## src/design/hdlcd_pkg.sv

```systemverilog
package hdlcd_pkg;

  localparam int unsigned MAX_PAYLOAD = 4096;
  localparam int unsigned LEN_W       = 13;

  localparam logic [7:0]  FLAG_BYTE = 8'h7E;
  localparam logic [7:0]  ESC_BYTE  = 8'h7D;
  localparam logic [7:0]  ESC_XOR   = 8'h20;
  localparam logic [15:0] CRC_POLY  = 16'h8408;
  localparam logic [15:0] CRC_INIT  = 16'hFFFF;

  localparam logic [LEN_W-1:0] LEN_MAX = LEN_W'(MAX_PAYLOAD);

  // Frame status codes
  localparam logic [1:0] STAT_OK      = 2'd0;
  localparam logic [1:0] STAT_INVALID = 2'd1;
  localparam logic [1:0] STAT_BAD_ESC = 2'd2;
  localparam logic [1:0] STAT_CRC_ERR = 2'd3;

  // One byte of CRC-16/X.25, LSB first
  function automatic logic [15:0] crc_byte(input logic [15:0] crc, input logic [7:0] b);
    logic [15:0] c;
    c = crc ^ {8'h00, b};
    for (int k = 0; k < 8; k++) begin
      if (c[0]) c = (c >> 1) ^ CRC_POLY;
      else      c = c >> 1;
    end
    return c;
  endfunction

endpackage

```

## src/design/hdlcd_if.sv

```systemverilog
interface hdlcd_in_if;
  logic       valid;
  logic       ready;
  logic [7:0] rx_byte;
  logic       end_of_buffer;

  modport source (output valid, output rx_byte, output end_of_buffer, input ready);
  modport sink   (input valid, input rx_byte, input end_of_buffer, output ready);
endinterface

interface hdlcd_out_if;
  logic        valid;
  logic        ready;
  logic [7:0]  payload_byte;
  logic        payload_valid;
  logic        frame_done;
  logic [1:0]  frame_status;
  logic [12:0] payload_length;

  modport source (output valid, output payload_byte, output payload_valid,
                  output frame_done, output frame_status, output payload_length,
                  input ready);
  modport sink   (input valid, input payload_byte, input payload_valid,
                  input frame_done, input frame_status, input payload_length,
                  output ready);
endinterface

```

## src/design/async_hdlc_deframer_crc16_top.sv

```systemverilog
// Channel | Dir | Handshake           | Item contents
// in_ch   | in  | valid/ready         | rx_byte[7:0], end_of_buffer
// out_ch  | out | valid/ready         | payload_byte, payload_valid, frame_done,
//         |     |                     | frame_status[1:0], payload_length[12:0]
//
// One item per cycle sustained while out_ch.ready stays high. An accepted item
// waits in the input register; unstuffing, the hold pair and a byte-wide CRC step
// then load the result register, from which the result is presented on out_ch.
// rst_n is synchronous and active low; it clears frame state and both valids.
// A stalled full result register holds the input register, result or not;
// in_ch.ready drops only when both are full and the result is not taken.
module async_hdlc_deframer_crc16_top (
  input  logic clk,
  input  logic rst_n,
  hdlcd_in_if.sink    in_ch,
  hdlcd_out_if.source out_ch
);
  import hdlcd_pkg::*;

  // Input register
  logic       in_v_r;
  logic [7:0] in_byte_r;
  logic       in_last_r;

  // Frame state
  logic             at_start_r,  at_start_nxt;
  logic             start_ok_r,  start_ok_nxt;
  logic [2:0]       raw_cnt_r,   raw_cnt_nxt;
  logic             esc_r,       esc_nxt;
  logic             stopped_r,   stopped_nxt;
  logic [7:0]       hold0_r,     hold0_nxt;
  logic [7:0]       hold1_r,     hold1_nxt;
  logic [1:0]       hold_cnt_r,  hold_cnt_nxt;
  logic [LEN_W-1:0] dec_cnt_r,   dec_cnt_nxt;
  logic [15:0]      crc_r,       crc_nxt;

  // Result register
  logic             out_v_r;
  logic             res_v;
  logic [7:0]       pay_byte_r,  pay_byte_nxt;
  logic             pay_v_r,     pay_v_nxt;
  logic             done_r,      done_nxt;
  logic [1:0]       status_r,    status_nxt;
  logic [LEN_W-1:0] len_r,       len_nxt;

  logic       adv;
  logic       push;
  logic [7:0] push_byte;
  logic [15:0] fcs_rx;

  // Advance the input register whenever the result slot is free or being taken
  assign adv         = in_v_r && (!out_v_r || out_ch.ready);
  assign in_ch.ready = !in_v_r || adv;
  assign fcs_rx      = {hold1_r, hold0_r};

  always_comb begin
    at_start_nxt = at_start_r;
    start_ok_nxt = start_ok_r;
    raw_cnt_nxt  = raw_cnt_r;
    esc_nxt      = esc_r;
    stopped_nxt  = stopped_r;
    hold0_nxt    = hold0_r;
    hold1_nxt    = hold1_r;
    hold_cnt_nxt = hold_cnt_r;
    dec_cnt_nxt  = dec_cnt_r;
    crc_nxt      = crc_r;
    res_v        = 1'b0;
    pay_byte_nxt = 8'h00;
    pay_v_nxt    = 1'b0;
    done_nxt     = 1'b0;
    status_nxt   = STAT_OK;
    len_nxt      = '0;
    push         = 1'b0;
    push_byte    = in_byte_r;

    if (in_last_r) begin
      // Close the frame: flag and length checks first, then escape, then FCS count, then CRC
      res_v    = 1'b1;
      done_nxt = 1'b1;
      if (raw_cnt_r < 3'd3 || !start_ok_r || at_start_r || in_byte_r != FLAG_BYTE) begin
        status_nxt = STAT_INVALID;
      end else if (esc_r && !stopped_r) begin
        status_nxt = STAT_BAD_ESC;
      end else if (hold_cnt_r < 2'd2) begin
        status_nxt = STAT_INVALID;
      end else begin
        status_nxt = (fcs_rx == ~crc_r) ? STAT_OK : STAT_CRC_ERR;
        len_nxt    = dec_cnt_r;
      end
      at_start_nxt = 1'b1;
      start_ok_nxt = 1'b0;
      raw_cnt_nxt  = '0;
      esc_nxt      = 1'b0;
      stopped_nxt  = 1'b0;
      hold_cnt_nxt = '0;
      dec_cnt_nxt  = '0;
      crc_nxt      = CRC_INIT;
    end else begin
      if (raw_cnt_r != 3'd7) raw_cnt_nxt = raw_cnt_r + 3'd1;
      if (at_start_r) begin
        at_start_nxt = 1'b0;
        start_ok_nxt = (in_byte_r == FLAG_BYTE);
      end else if (start_ok_r && !stopped_r) begin
        if (esc_r) begin
          esc_nxt   = 1'b0;
          push      = 1'b1;
          push_byte = in_byte_r ^ ESC_XOR;
        end else if (in_byte_r == ESC_BYTE) begin
          esc_nxt = 1'b1;
        end else if (in_byte_r == FLAG_BYTE) begin
          stopped_nxt = 1'b1;
        end else begin
          push = 1'b1;
        end
      end
    end

    // Hold pair: the oldest byte leaves once two are held
    if (push) begin
      if (hold_cnt_r == 2'd2) begin
        res_v        = 1'b1;
        pay_v_nxt    = 1'b1;
        pay_byte_nxt = hold0_r;
        crc_nxt      = crc_byte(crc_r, hold0_r);
        if (dec_cnt_r < LEN_MAX) dec_cnt_nxt = dec_cnt_r + LEN_W'(1);
        hold0_nxt    = hold1_r;
        hold1_nxt    = push_byte;
      end else begin
        if (hold_cnt_r[0]) hold1_nxt = push_byte;
        else               hold0_nxt = push_byte;
        hold_cnt_nxt = hold_cnt_r + 2'd1;
      end
    end
  end

  // Control state
  always_ff @(posedge clk) begin
    if (!rst_n) begin
      in_v_r     <= 1'b0;
      out_v_r    <= 1'b0;
      at_start_r <= 1'b1;
      start_ok_r <= 1'b0;
      raw_cnt_r  <= '0;
      esc_r      <= 1'b0;
      stopped_r  <= 1'b0;
      hold_cnt_r <= '0;
      dec_cnt_r  <= '0;
      crc_r      <= CRC_INIT;
    end else begin
      if (in_ch.ready) in_v_r <= in_ch.valid;
      if (adv) begin
        out_v_r    <= res_v;
        at_start_r <= at_start_nxt;
        start_ok_r <= start_ok_nxt;
        raw_cnt_r  <= raw_cnt_nxt;
        esc_r      <= esc_nxt;
        stopped_r  <= stopped_nxt;
        hold_cnt_r <= hold_cnt_nxt;
        dec_cnt_r  <= dec_cnt_nxt;
        crc_r      <= crc_nxt;
      end else if (out_ch.ready) begin
        out_v_r <= 1'b0;
      end
    end
  end

  // Payload registers
  always_ff @(posedge clk) begin
    if (in_ch.ready && in_ch.valid) begin
      in_byte_r <= in_ch.rx_byte;
      in_last_r <= in_ch.end_of_buffer;
    end
    if (adv) begin
      hold0_r <= hold0_nxt;
      hold1_r <= hold1_nxt;
    end
    if (adv && res_v) begin
      pay_byte_r <= pay_byte_nxt;
      pay_v_r    <= pay_v_nxt;
      done_r     <= done_nxt;
      status_r   <= status_nxt;
      len_r      <= len_nxt;
    end
  end

  assign out_ch.valid          = out_v_r;
  assign out_ch.payload_byte   = pay_byte_r;
  assign out_ch.payload_valid  = pay_v_r;
  assign out_ch.frame_done     = done_r;
  assign out_ch.frame_status   = status_r;
  assign out_ch.payload_length = len_r;

  // A result is either a payload byte or a frame status, never both
  a_one_kind: assert property (@(posedge clk) disable iff (!rst_n)
    out_v_r |-> (pay_v_r != done_r))
    else $error("result carries both or neither payload and status");

  a_hold_range: assert property (@(posedge clk) disable iff (!rst_n)
    hold_cnt_r != 2'd3)
    else $error("hold count out of range");

  a_len_sat: assert property (@(posedge clk) disable iff (!rst_n)
    dec_cnt_r <= LEN_MAX)
    else $error("decoded count passed saturation");

  a_frame_clear: assert property (@(posedge clk) disable iff (!rst_n)
    (adv && in_last_r) |=> (at_start_r && hold_cnt_r == 2'd0 && crc_r == CRC_INIT
                            && out_v_r && done_r))
    else $error("frame state not cleared after final byte");

endmodule

```

## src/flat_wrapper.sv

```systemverilog
// flat-port wrapper written by rule: the top's interface ports become plain ports
module async_hdlc_deframer_crc16_top_flat import hdlcd_pkg::*;
  (clk, rst_n, in_ch_valid, in_ch_rx_byte, in_ch_end_of_buffer, in_ch_ready, out_ch_valid, out_ch_payload_byte, out_ch_payload_valid, out_ch_frame_done, out_ch_frame_status, out_ch_payload_length, out_ch_ready);
  hdlcd_in_if in_ch_i ();
  hdlcd_out_if out_ch_i ();
  input  logic clk;
  input  logic rst_n;
  input wire logic [$bits(in_ch_i.valid)-1:0] in_ch_valid;
  input wire logic [$bits(in_ch_i.rx_byte)-1:0] in_ch_rx_byte;
  input wire logic [$bits(in_ch_i.end_of_buffer)-1:0] in_ch_end_of_buffer;
  output wire logic [$bits(in_ch_i.ready)-1:0] in_ch_ready;
  output wire logic [$bits(out_ch_i.valid)-1:0] out_ch_valid;
  output wire logic [$bits(out_ch_i.payload_byte)-1:0] out_ch_payload_byte;
  output wire logic [$bits(out_ch_i.payload_valid)-1:0] out_ch_payload_valid;
  output wire logic [$bits(out_ch_i.frame_done)-1:0] out_ch_frame_done;
  output wire logic [$bits(out_ch_i.frame_status)-1:0] out_ch_frame_status;
  output wire logic [$bits(out_ch_i.payload_length)-1:0] out_ch_payload_length;
  input wire logic [$bits(out_ch_i.ready)-1:0] out_ch_ready;
  assign in_ch_i.valid = in_ch_valid;
  assign in_ch_i.rx_byte = in_ch_rx_byte;
  assign in_ch_i.end_of_buffer = in_ch_end_of_buffer;
  assign in_ch_ready = in_ch_i.ready;
  assign out_ch_valid = out_ch_i.valid;
  assign out_ch_payload_byte = out_ch_i.payload_byte;
  assign out_ch_payload_valid = out_ch_i.payload_valid;
  assign out_ch_frame_done = out_ch_i.frame_done;
  assign out_ch_frame_status = out_ch_i.frame_status;
  assign out_ch_payload_length = out_ch_i.payload_length;
  assign out_ch_i.ready = out_ch_ready;
  async_hdlc_deframer_crc16_top u_core (.clk(clk), .rst_n(rst_n), .in_ch(in_ch_i), .out_ch(out_ch_i));
endmodule
```

## config.mk

```make
export PLATFORM = sky130hd
export DESIGN_NAME = async_hdlc_deframer_crc16_top_flat
export DESIGN_NICKNAME = d
export VERILOG_FILES = /design/src/design/hdlcd_pkg.sv /design/src/design/hdlcd_if.sv /design/src/design/async_hdlc_deframer_crc16_top.sv /design/src/flat_wrapper.sv
export SDC_FILE = /design/constraint.sdc
export NUM_CORES = 1
export LEC_CHECK = 0
export BUFFER_PORTS_ARGS = -buffer_cell sky130_fd_sc_hd__buf_2
export CELL_PAD_IN_SITES_DETAIL_PLACEMENT = 0
export CELL_PAD_IN_SITES_GLOBAL_PLACEMENT = 1
export CORE_MARGIN = 8
export CORE_UTILIZATION = 40
export DETAILED_ROUTE_END_ITERATION = 10
export HOLD_SLACK_MARGIN = 0.03
export PLACE_DENSITY_LB_ADDON = 0.05
export SYNTH_ARGS = -nofsm -noshare
export SYNTH_HDL_FRONTEND = slang
export SYNTH_SLANG_ARGS = --single-unit
export TNS_END_PERCENT = 5
```

## constraint.sdc

```tcl
create_clock -name clk -period 6.25 [get_ports clk]
set_input_delay 0.625 -clock clk [delete_from_list [all_inputs] [get_ports clk]]
set_output_delay 0.625 -clock clk [all_outputs]
set_load 0.02 [all_outputs]
```

==> impl_metrics.py <==
metrics = {
    "synthesis": {
        "synth-main-ff-cell": "edfxtp_1",
        "synth_fp_nets": 381,
        "synthesis.area_um2": 4250,
        "synthArstFlopShare_pct": 0,
        "synth_cell_types": 65,
        "yosysSeqAreaShare_pct": 54.2,
        "synth_edf_count": 50,
        "syn_avg_cell_area_um2": 11.6,
        "synth_cells": 365,
        "yosysWarnings": 0,
        "synth_area_leaders": "edfxtp_1, dfxtp_1, xor2_1",
        "ys_ff_latch": 90,
        "yosys.area.top_type": "edfxtp_1",
        "synth.top_cell.area_share_pct": 35.3,
    },
    "worst_setup_path": {
        "cp_cell_sequence": "nand2b_1 > a31oi_2 > nand2_1 > nand2_1",
        "rr_endpoint": "u_core.out_ch.payload_length[8]$_SDFFCE_PP0P_",
        "critPathLaunchType": "flip-flop",
        "crit_path_end_kind": "flip-flop",
        "r2r_slack_ns": 3.66,
        "cp_top_family": "simple AND/OR/NAND/NOR gates",
        "crit_fanout": 25,
        "cpMaxStageDelayCell": "nand2_1",
        "cpPeakStageDelay_ns": 0.82,
        "reg2reg_depth": 4,
        "required_ns": 6.22,
        "worst-setup-path-type": "reg2reg",
        "cp_data_arrival_time_ns": 2.56,
        "cpMostUsedCell": "nand2_1",
        "cp.depth": 4,
        "r2r_start": "u_core.hold_cnt_r[1]$_SDFFE_PN0P_",
        "cp_num_buf_inv": 0,
    },
    "sta": {
        "rsz0062_at_grt": "false",
        "slew_viol_final": 0,
        "fin_setup_tns_ns": 0,
        "relSlewSlack_pct": 26.5,
        "hold_viol_final": 0,
        "holdWs_ns": 0.446,
        "setup_viol": 0,
        "finClkSkew_ns": 0.00903,
        "fin_crit_ns": 2.59,
        "worst_pin_slew_ns": 1.10,
        "period_share_pct": 41.4,
        "fin_ws_ns": 3.66,
        "fmax_mhz": 386,
    },
    "detailed_routing": {
        "drtAntennaViolNets": 0,
        "drt-wirelength-per-cell_um": 17.5,
        "drc_errors": 0,
        "dr.pass1.iters": 5,
        "vias_per_cell": 5.34,
        "drt_iter0_drc": 156,
        "finalWirelength_um": 9420,
        "dr_total_vias": 2880,
    },
    "floorplanning": {
        "dieArea_um2": 14200,
        "initial_core_util_pct": 41.1,
        "rows": 37,
        "coreArea_um2": 10300,
        "die_h_um": 119,
        "ios": 40,
        "die_w_um": 119,
    },
    "layout": {
        "area_growth_pct": 11.0,
        "finalNetCount": 414,
        "layout-drive-gt1-share_pct": 20.1,
        "num-fill-cells": 988,
        "stdcell_area_um2": 4720,
        "final_util_pct": 45.7,
        "diodes": 0,
        "stdcell_count": 539,
    },
    "grt": {
        "grt_pass1_wl_um": 15400,
        "first_global_vias": 2807,
        "overflow": 0,
        "antenna_found_initial": 0,
        "grt_max_degree": 26,
        "track_usage_pct": 13.6,
    },
    "clock_network": {
        "cts_resized": 0,
        "cts_buffer_depth": 2,
        "clock_latency_ns": 0.35,
        "htreeDepth": 3,
        "path_clk_slew_ns": 0.09,
        "cts_inserted_buffers": 9,
        "cts_hold_buf": 0,
        "cts_root_buf": "clkbuf_8",
        "cts.sinks": 90,
        "post_cts_buffers": 0,
        "cts_tree": "built",
    },
    "placement": {
        "hpwlAfterDp_um": 6870,
        "gp_congestion": 0.795,
        "post-place-ws_ns": 3.51,
        "dp_cells": 523,
        "port_buffers": 39,
        "place_area_um2": 4500,
    },
    "power": {
        "seq_power_share_pct": 57.2,
        "combPwrFrac_pct": 3.9,
        "switchingPower_mw": 0.244,
        "switching_share_pct": 21.9,
        "powerDensity_nw_per_um2": 236,
        "pwr-share-clk_pct": 38.9,
        "p_int_mw": 0.871,
        "leakage_nw": 1.66,
        "p_total_mw": 1.11,
        "vdd_drop_max_mv": 0.112,
    },
    "job": {
        "maxCapViolCount": 0,
    },
    "min_path": {
        "hp-class": "in2reg",
        "whs_path_depth": 1,
        "min_from": "in_ch_rx_byte[4]",
        "hold_path_end": "u_core.in_byte_r[4]$_DFFE_PP_",
    },
    "run_status": {
        "outcome": "complete, no violations",
    },
}
-- sequential cells by signal, indices dropped and copies added, names as in the netlist, 2 cells and up --
signal,cells
u_core.hold_cnt_r,2
u_core.dec_cnt_r,13
u_core.out_ch.payload_length,13
u_core.in_byte_r,8
u_core.hold0_r,8
u_core.out_ch.payload_byte,8
u_core.hold1_r,8
u_core.crc_r,16
u_core.out_ch.frame_status,2
u_core.raw_cnt_r,3
-- cells by family after synthesis --
logic type               synth area share [%]
buffers and inverters                    3.74
multiplexers                            0.736
flip-flops                               54.2
adder cells (fa/ha/maj)                 0.884
AO/OA/AOI/OAI                            13.4
AND/OR/NAND/NOR                          19.0
XOR/XNOR                                 8.01
-- layout make-up --
type                    instances  area (um^2)  share of cell area [%]
multi-input cells             249         1790                    38.0
repair buffers                 39          195                    4.14
inverters                       9         38.8                   0.822
flip-flops and latches         90         2300                    48.8
clock buffers                  10          128                    2.71
clock inverters                 6         88.8                    1.88
well taps                     136          170                    3.61
-- power by group through the flow --
stage / Sequential, mW / Clock [mW] / Combinational [mW]
2_1_floorplan: 0.650 / 0 / 0.0312
3_3_place_gp: 0.651 / 0 / 0.0434
3_5_place_dp: 0.651 / 0 / 0.0438
4_1_cts: 0.638 / 0.445 / 0.0439
5_1_grt: 0.639 / 0.469 / 0.0476
6_report: 0.638 / 0.434 / 0.0432
-- synth_stat cells (3+ instances only) --
library cell and count:
buf_2 5, a2bb2oi_1 4, a21o_1 3, nand2b_1 4
and3_1 10, a31oi_1 4, inv_1 8, nand3_1 13
nor3_1 4, edfxtp_1 50, o41ai_1 3, xnor2_1 13
nor2_1 13, nor4_1 9, and2_1 14, a21oi_1 8
o2bb2ai_1 4, nand4_1 12, dfxtp_1 40, o21ai_0 5
a2bb2oi_2 10, clkbuf_1 4, ha_1 3, or4_1 4
buf_6 6, xor2_1 24, nand2_1 37
-- placed cells by master (no fill, tap or decap), types with 3 or more instances in the layout --
cell type  instances
a21o_1             3
a21oi_1            8
a2bb2oi_1          4
a2bb2oi_2         10
a31oi_1            4
and2_1            14
and3_1            10
buf_2             39
clkbuf_8           9
dfxtp_1           40
edfxtp_1          50
ha_1               3
inv_1              8
nand2_1           37
nand2b_1           4
nand3_1           13
nand4_1           12
nor2_1            13
nor3_1             4
nor4_1             9
o21ai_0            5
o2bb2ai_1          4
o41ai_1            3
or4_1              4
xnor2_1           13
xor2_1            24
-- worst max-delay path by stage --
stage	slack [ns]	startpoint	endpoint
finish	3.66	u_core.hold_cnt_r[1]$_SDFFE_PN0P_	u_core.out_ch.payload_length[8]$_SDFFCE_PP0P_
global route	3.37	u_core.hold_cnt_r[1]$_SDFFE_PN0P_	u_core.out_ch.payload_length[12]$_SDFFCE_PP0P_
CTS	3.58	u_core.hold_cnt_r[1]$_SDFFE_PN0P_	u_core.out_ch.payload_byte[4]$_SDFFCE_PN0P_
detailed placement	3.51	out_ch_ready	u_core.out_ch.payload_byte[7]$_SDFFCE_PN0P_
global placement	3.62	out_ch_ready	u_core.out_ch.payload_byte[2]$_SDFFCE_PN0P_
floorplan	4.20	u_core.in_byte_r[1]$_DFFE_PP_	u_core.out_ch.frame_done$_DFFE_PP_
-- layer usage --
layer	vias to the layer above	part of all wire [%]	track usage [%]
met5	-	0	0
met4	0	0.81	4.98
met3	8	3.8	2.88
met2	59	44	20.1
met1	1380	52	19.1
li1	1433	-	-
(Power assumes the default switching activity.)
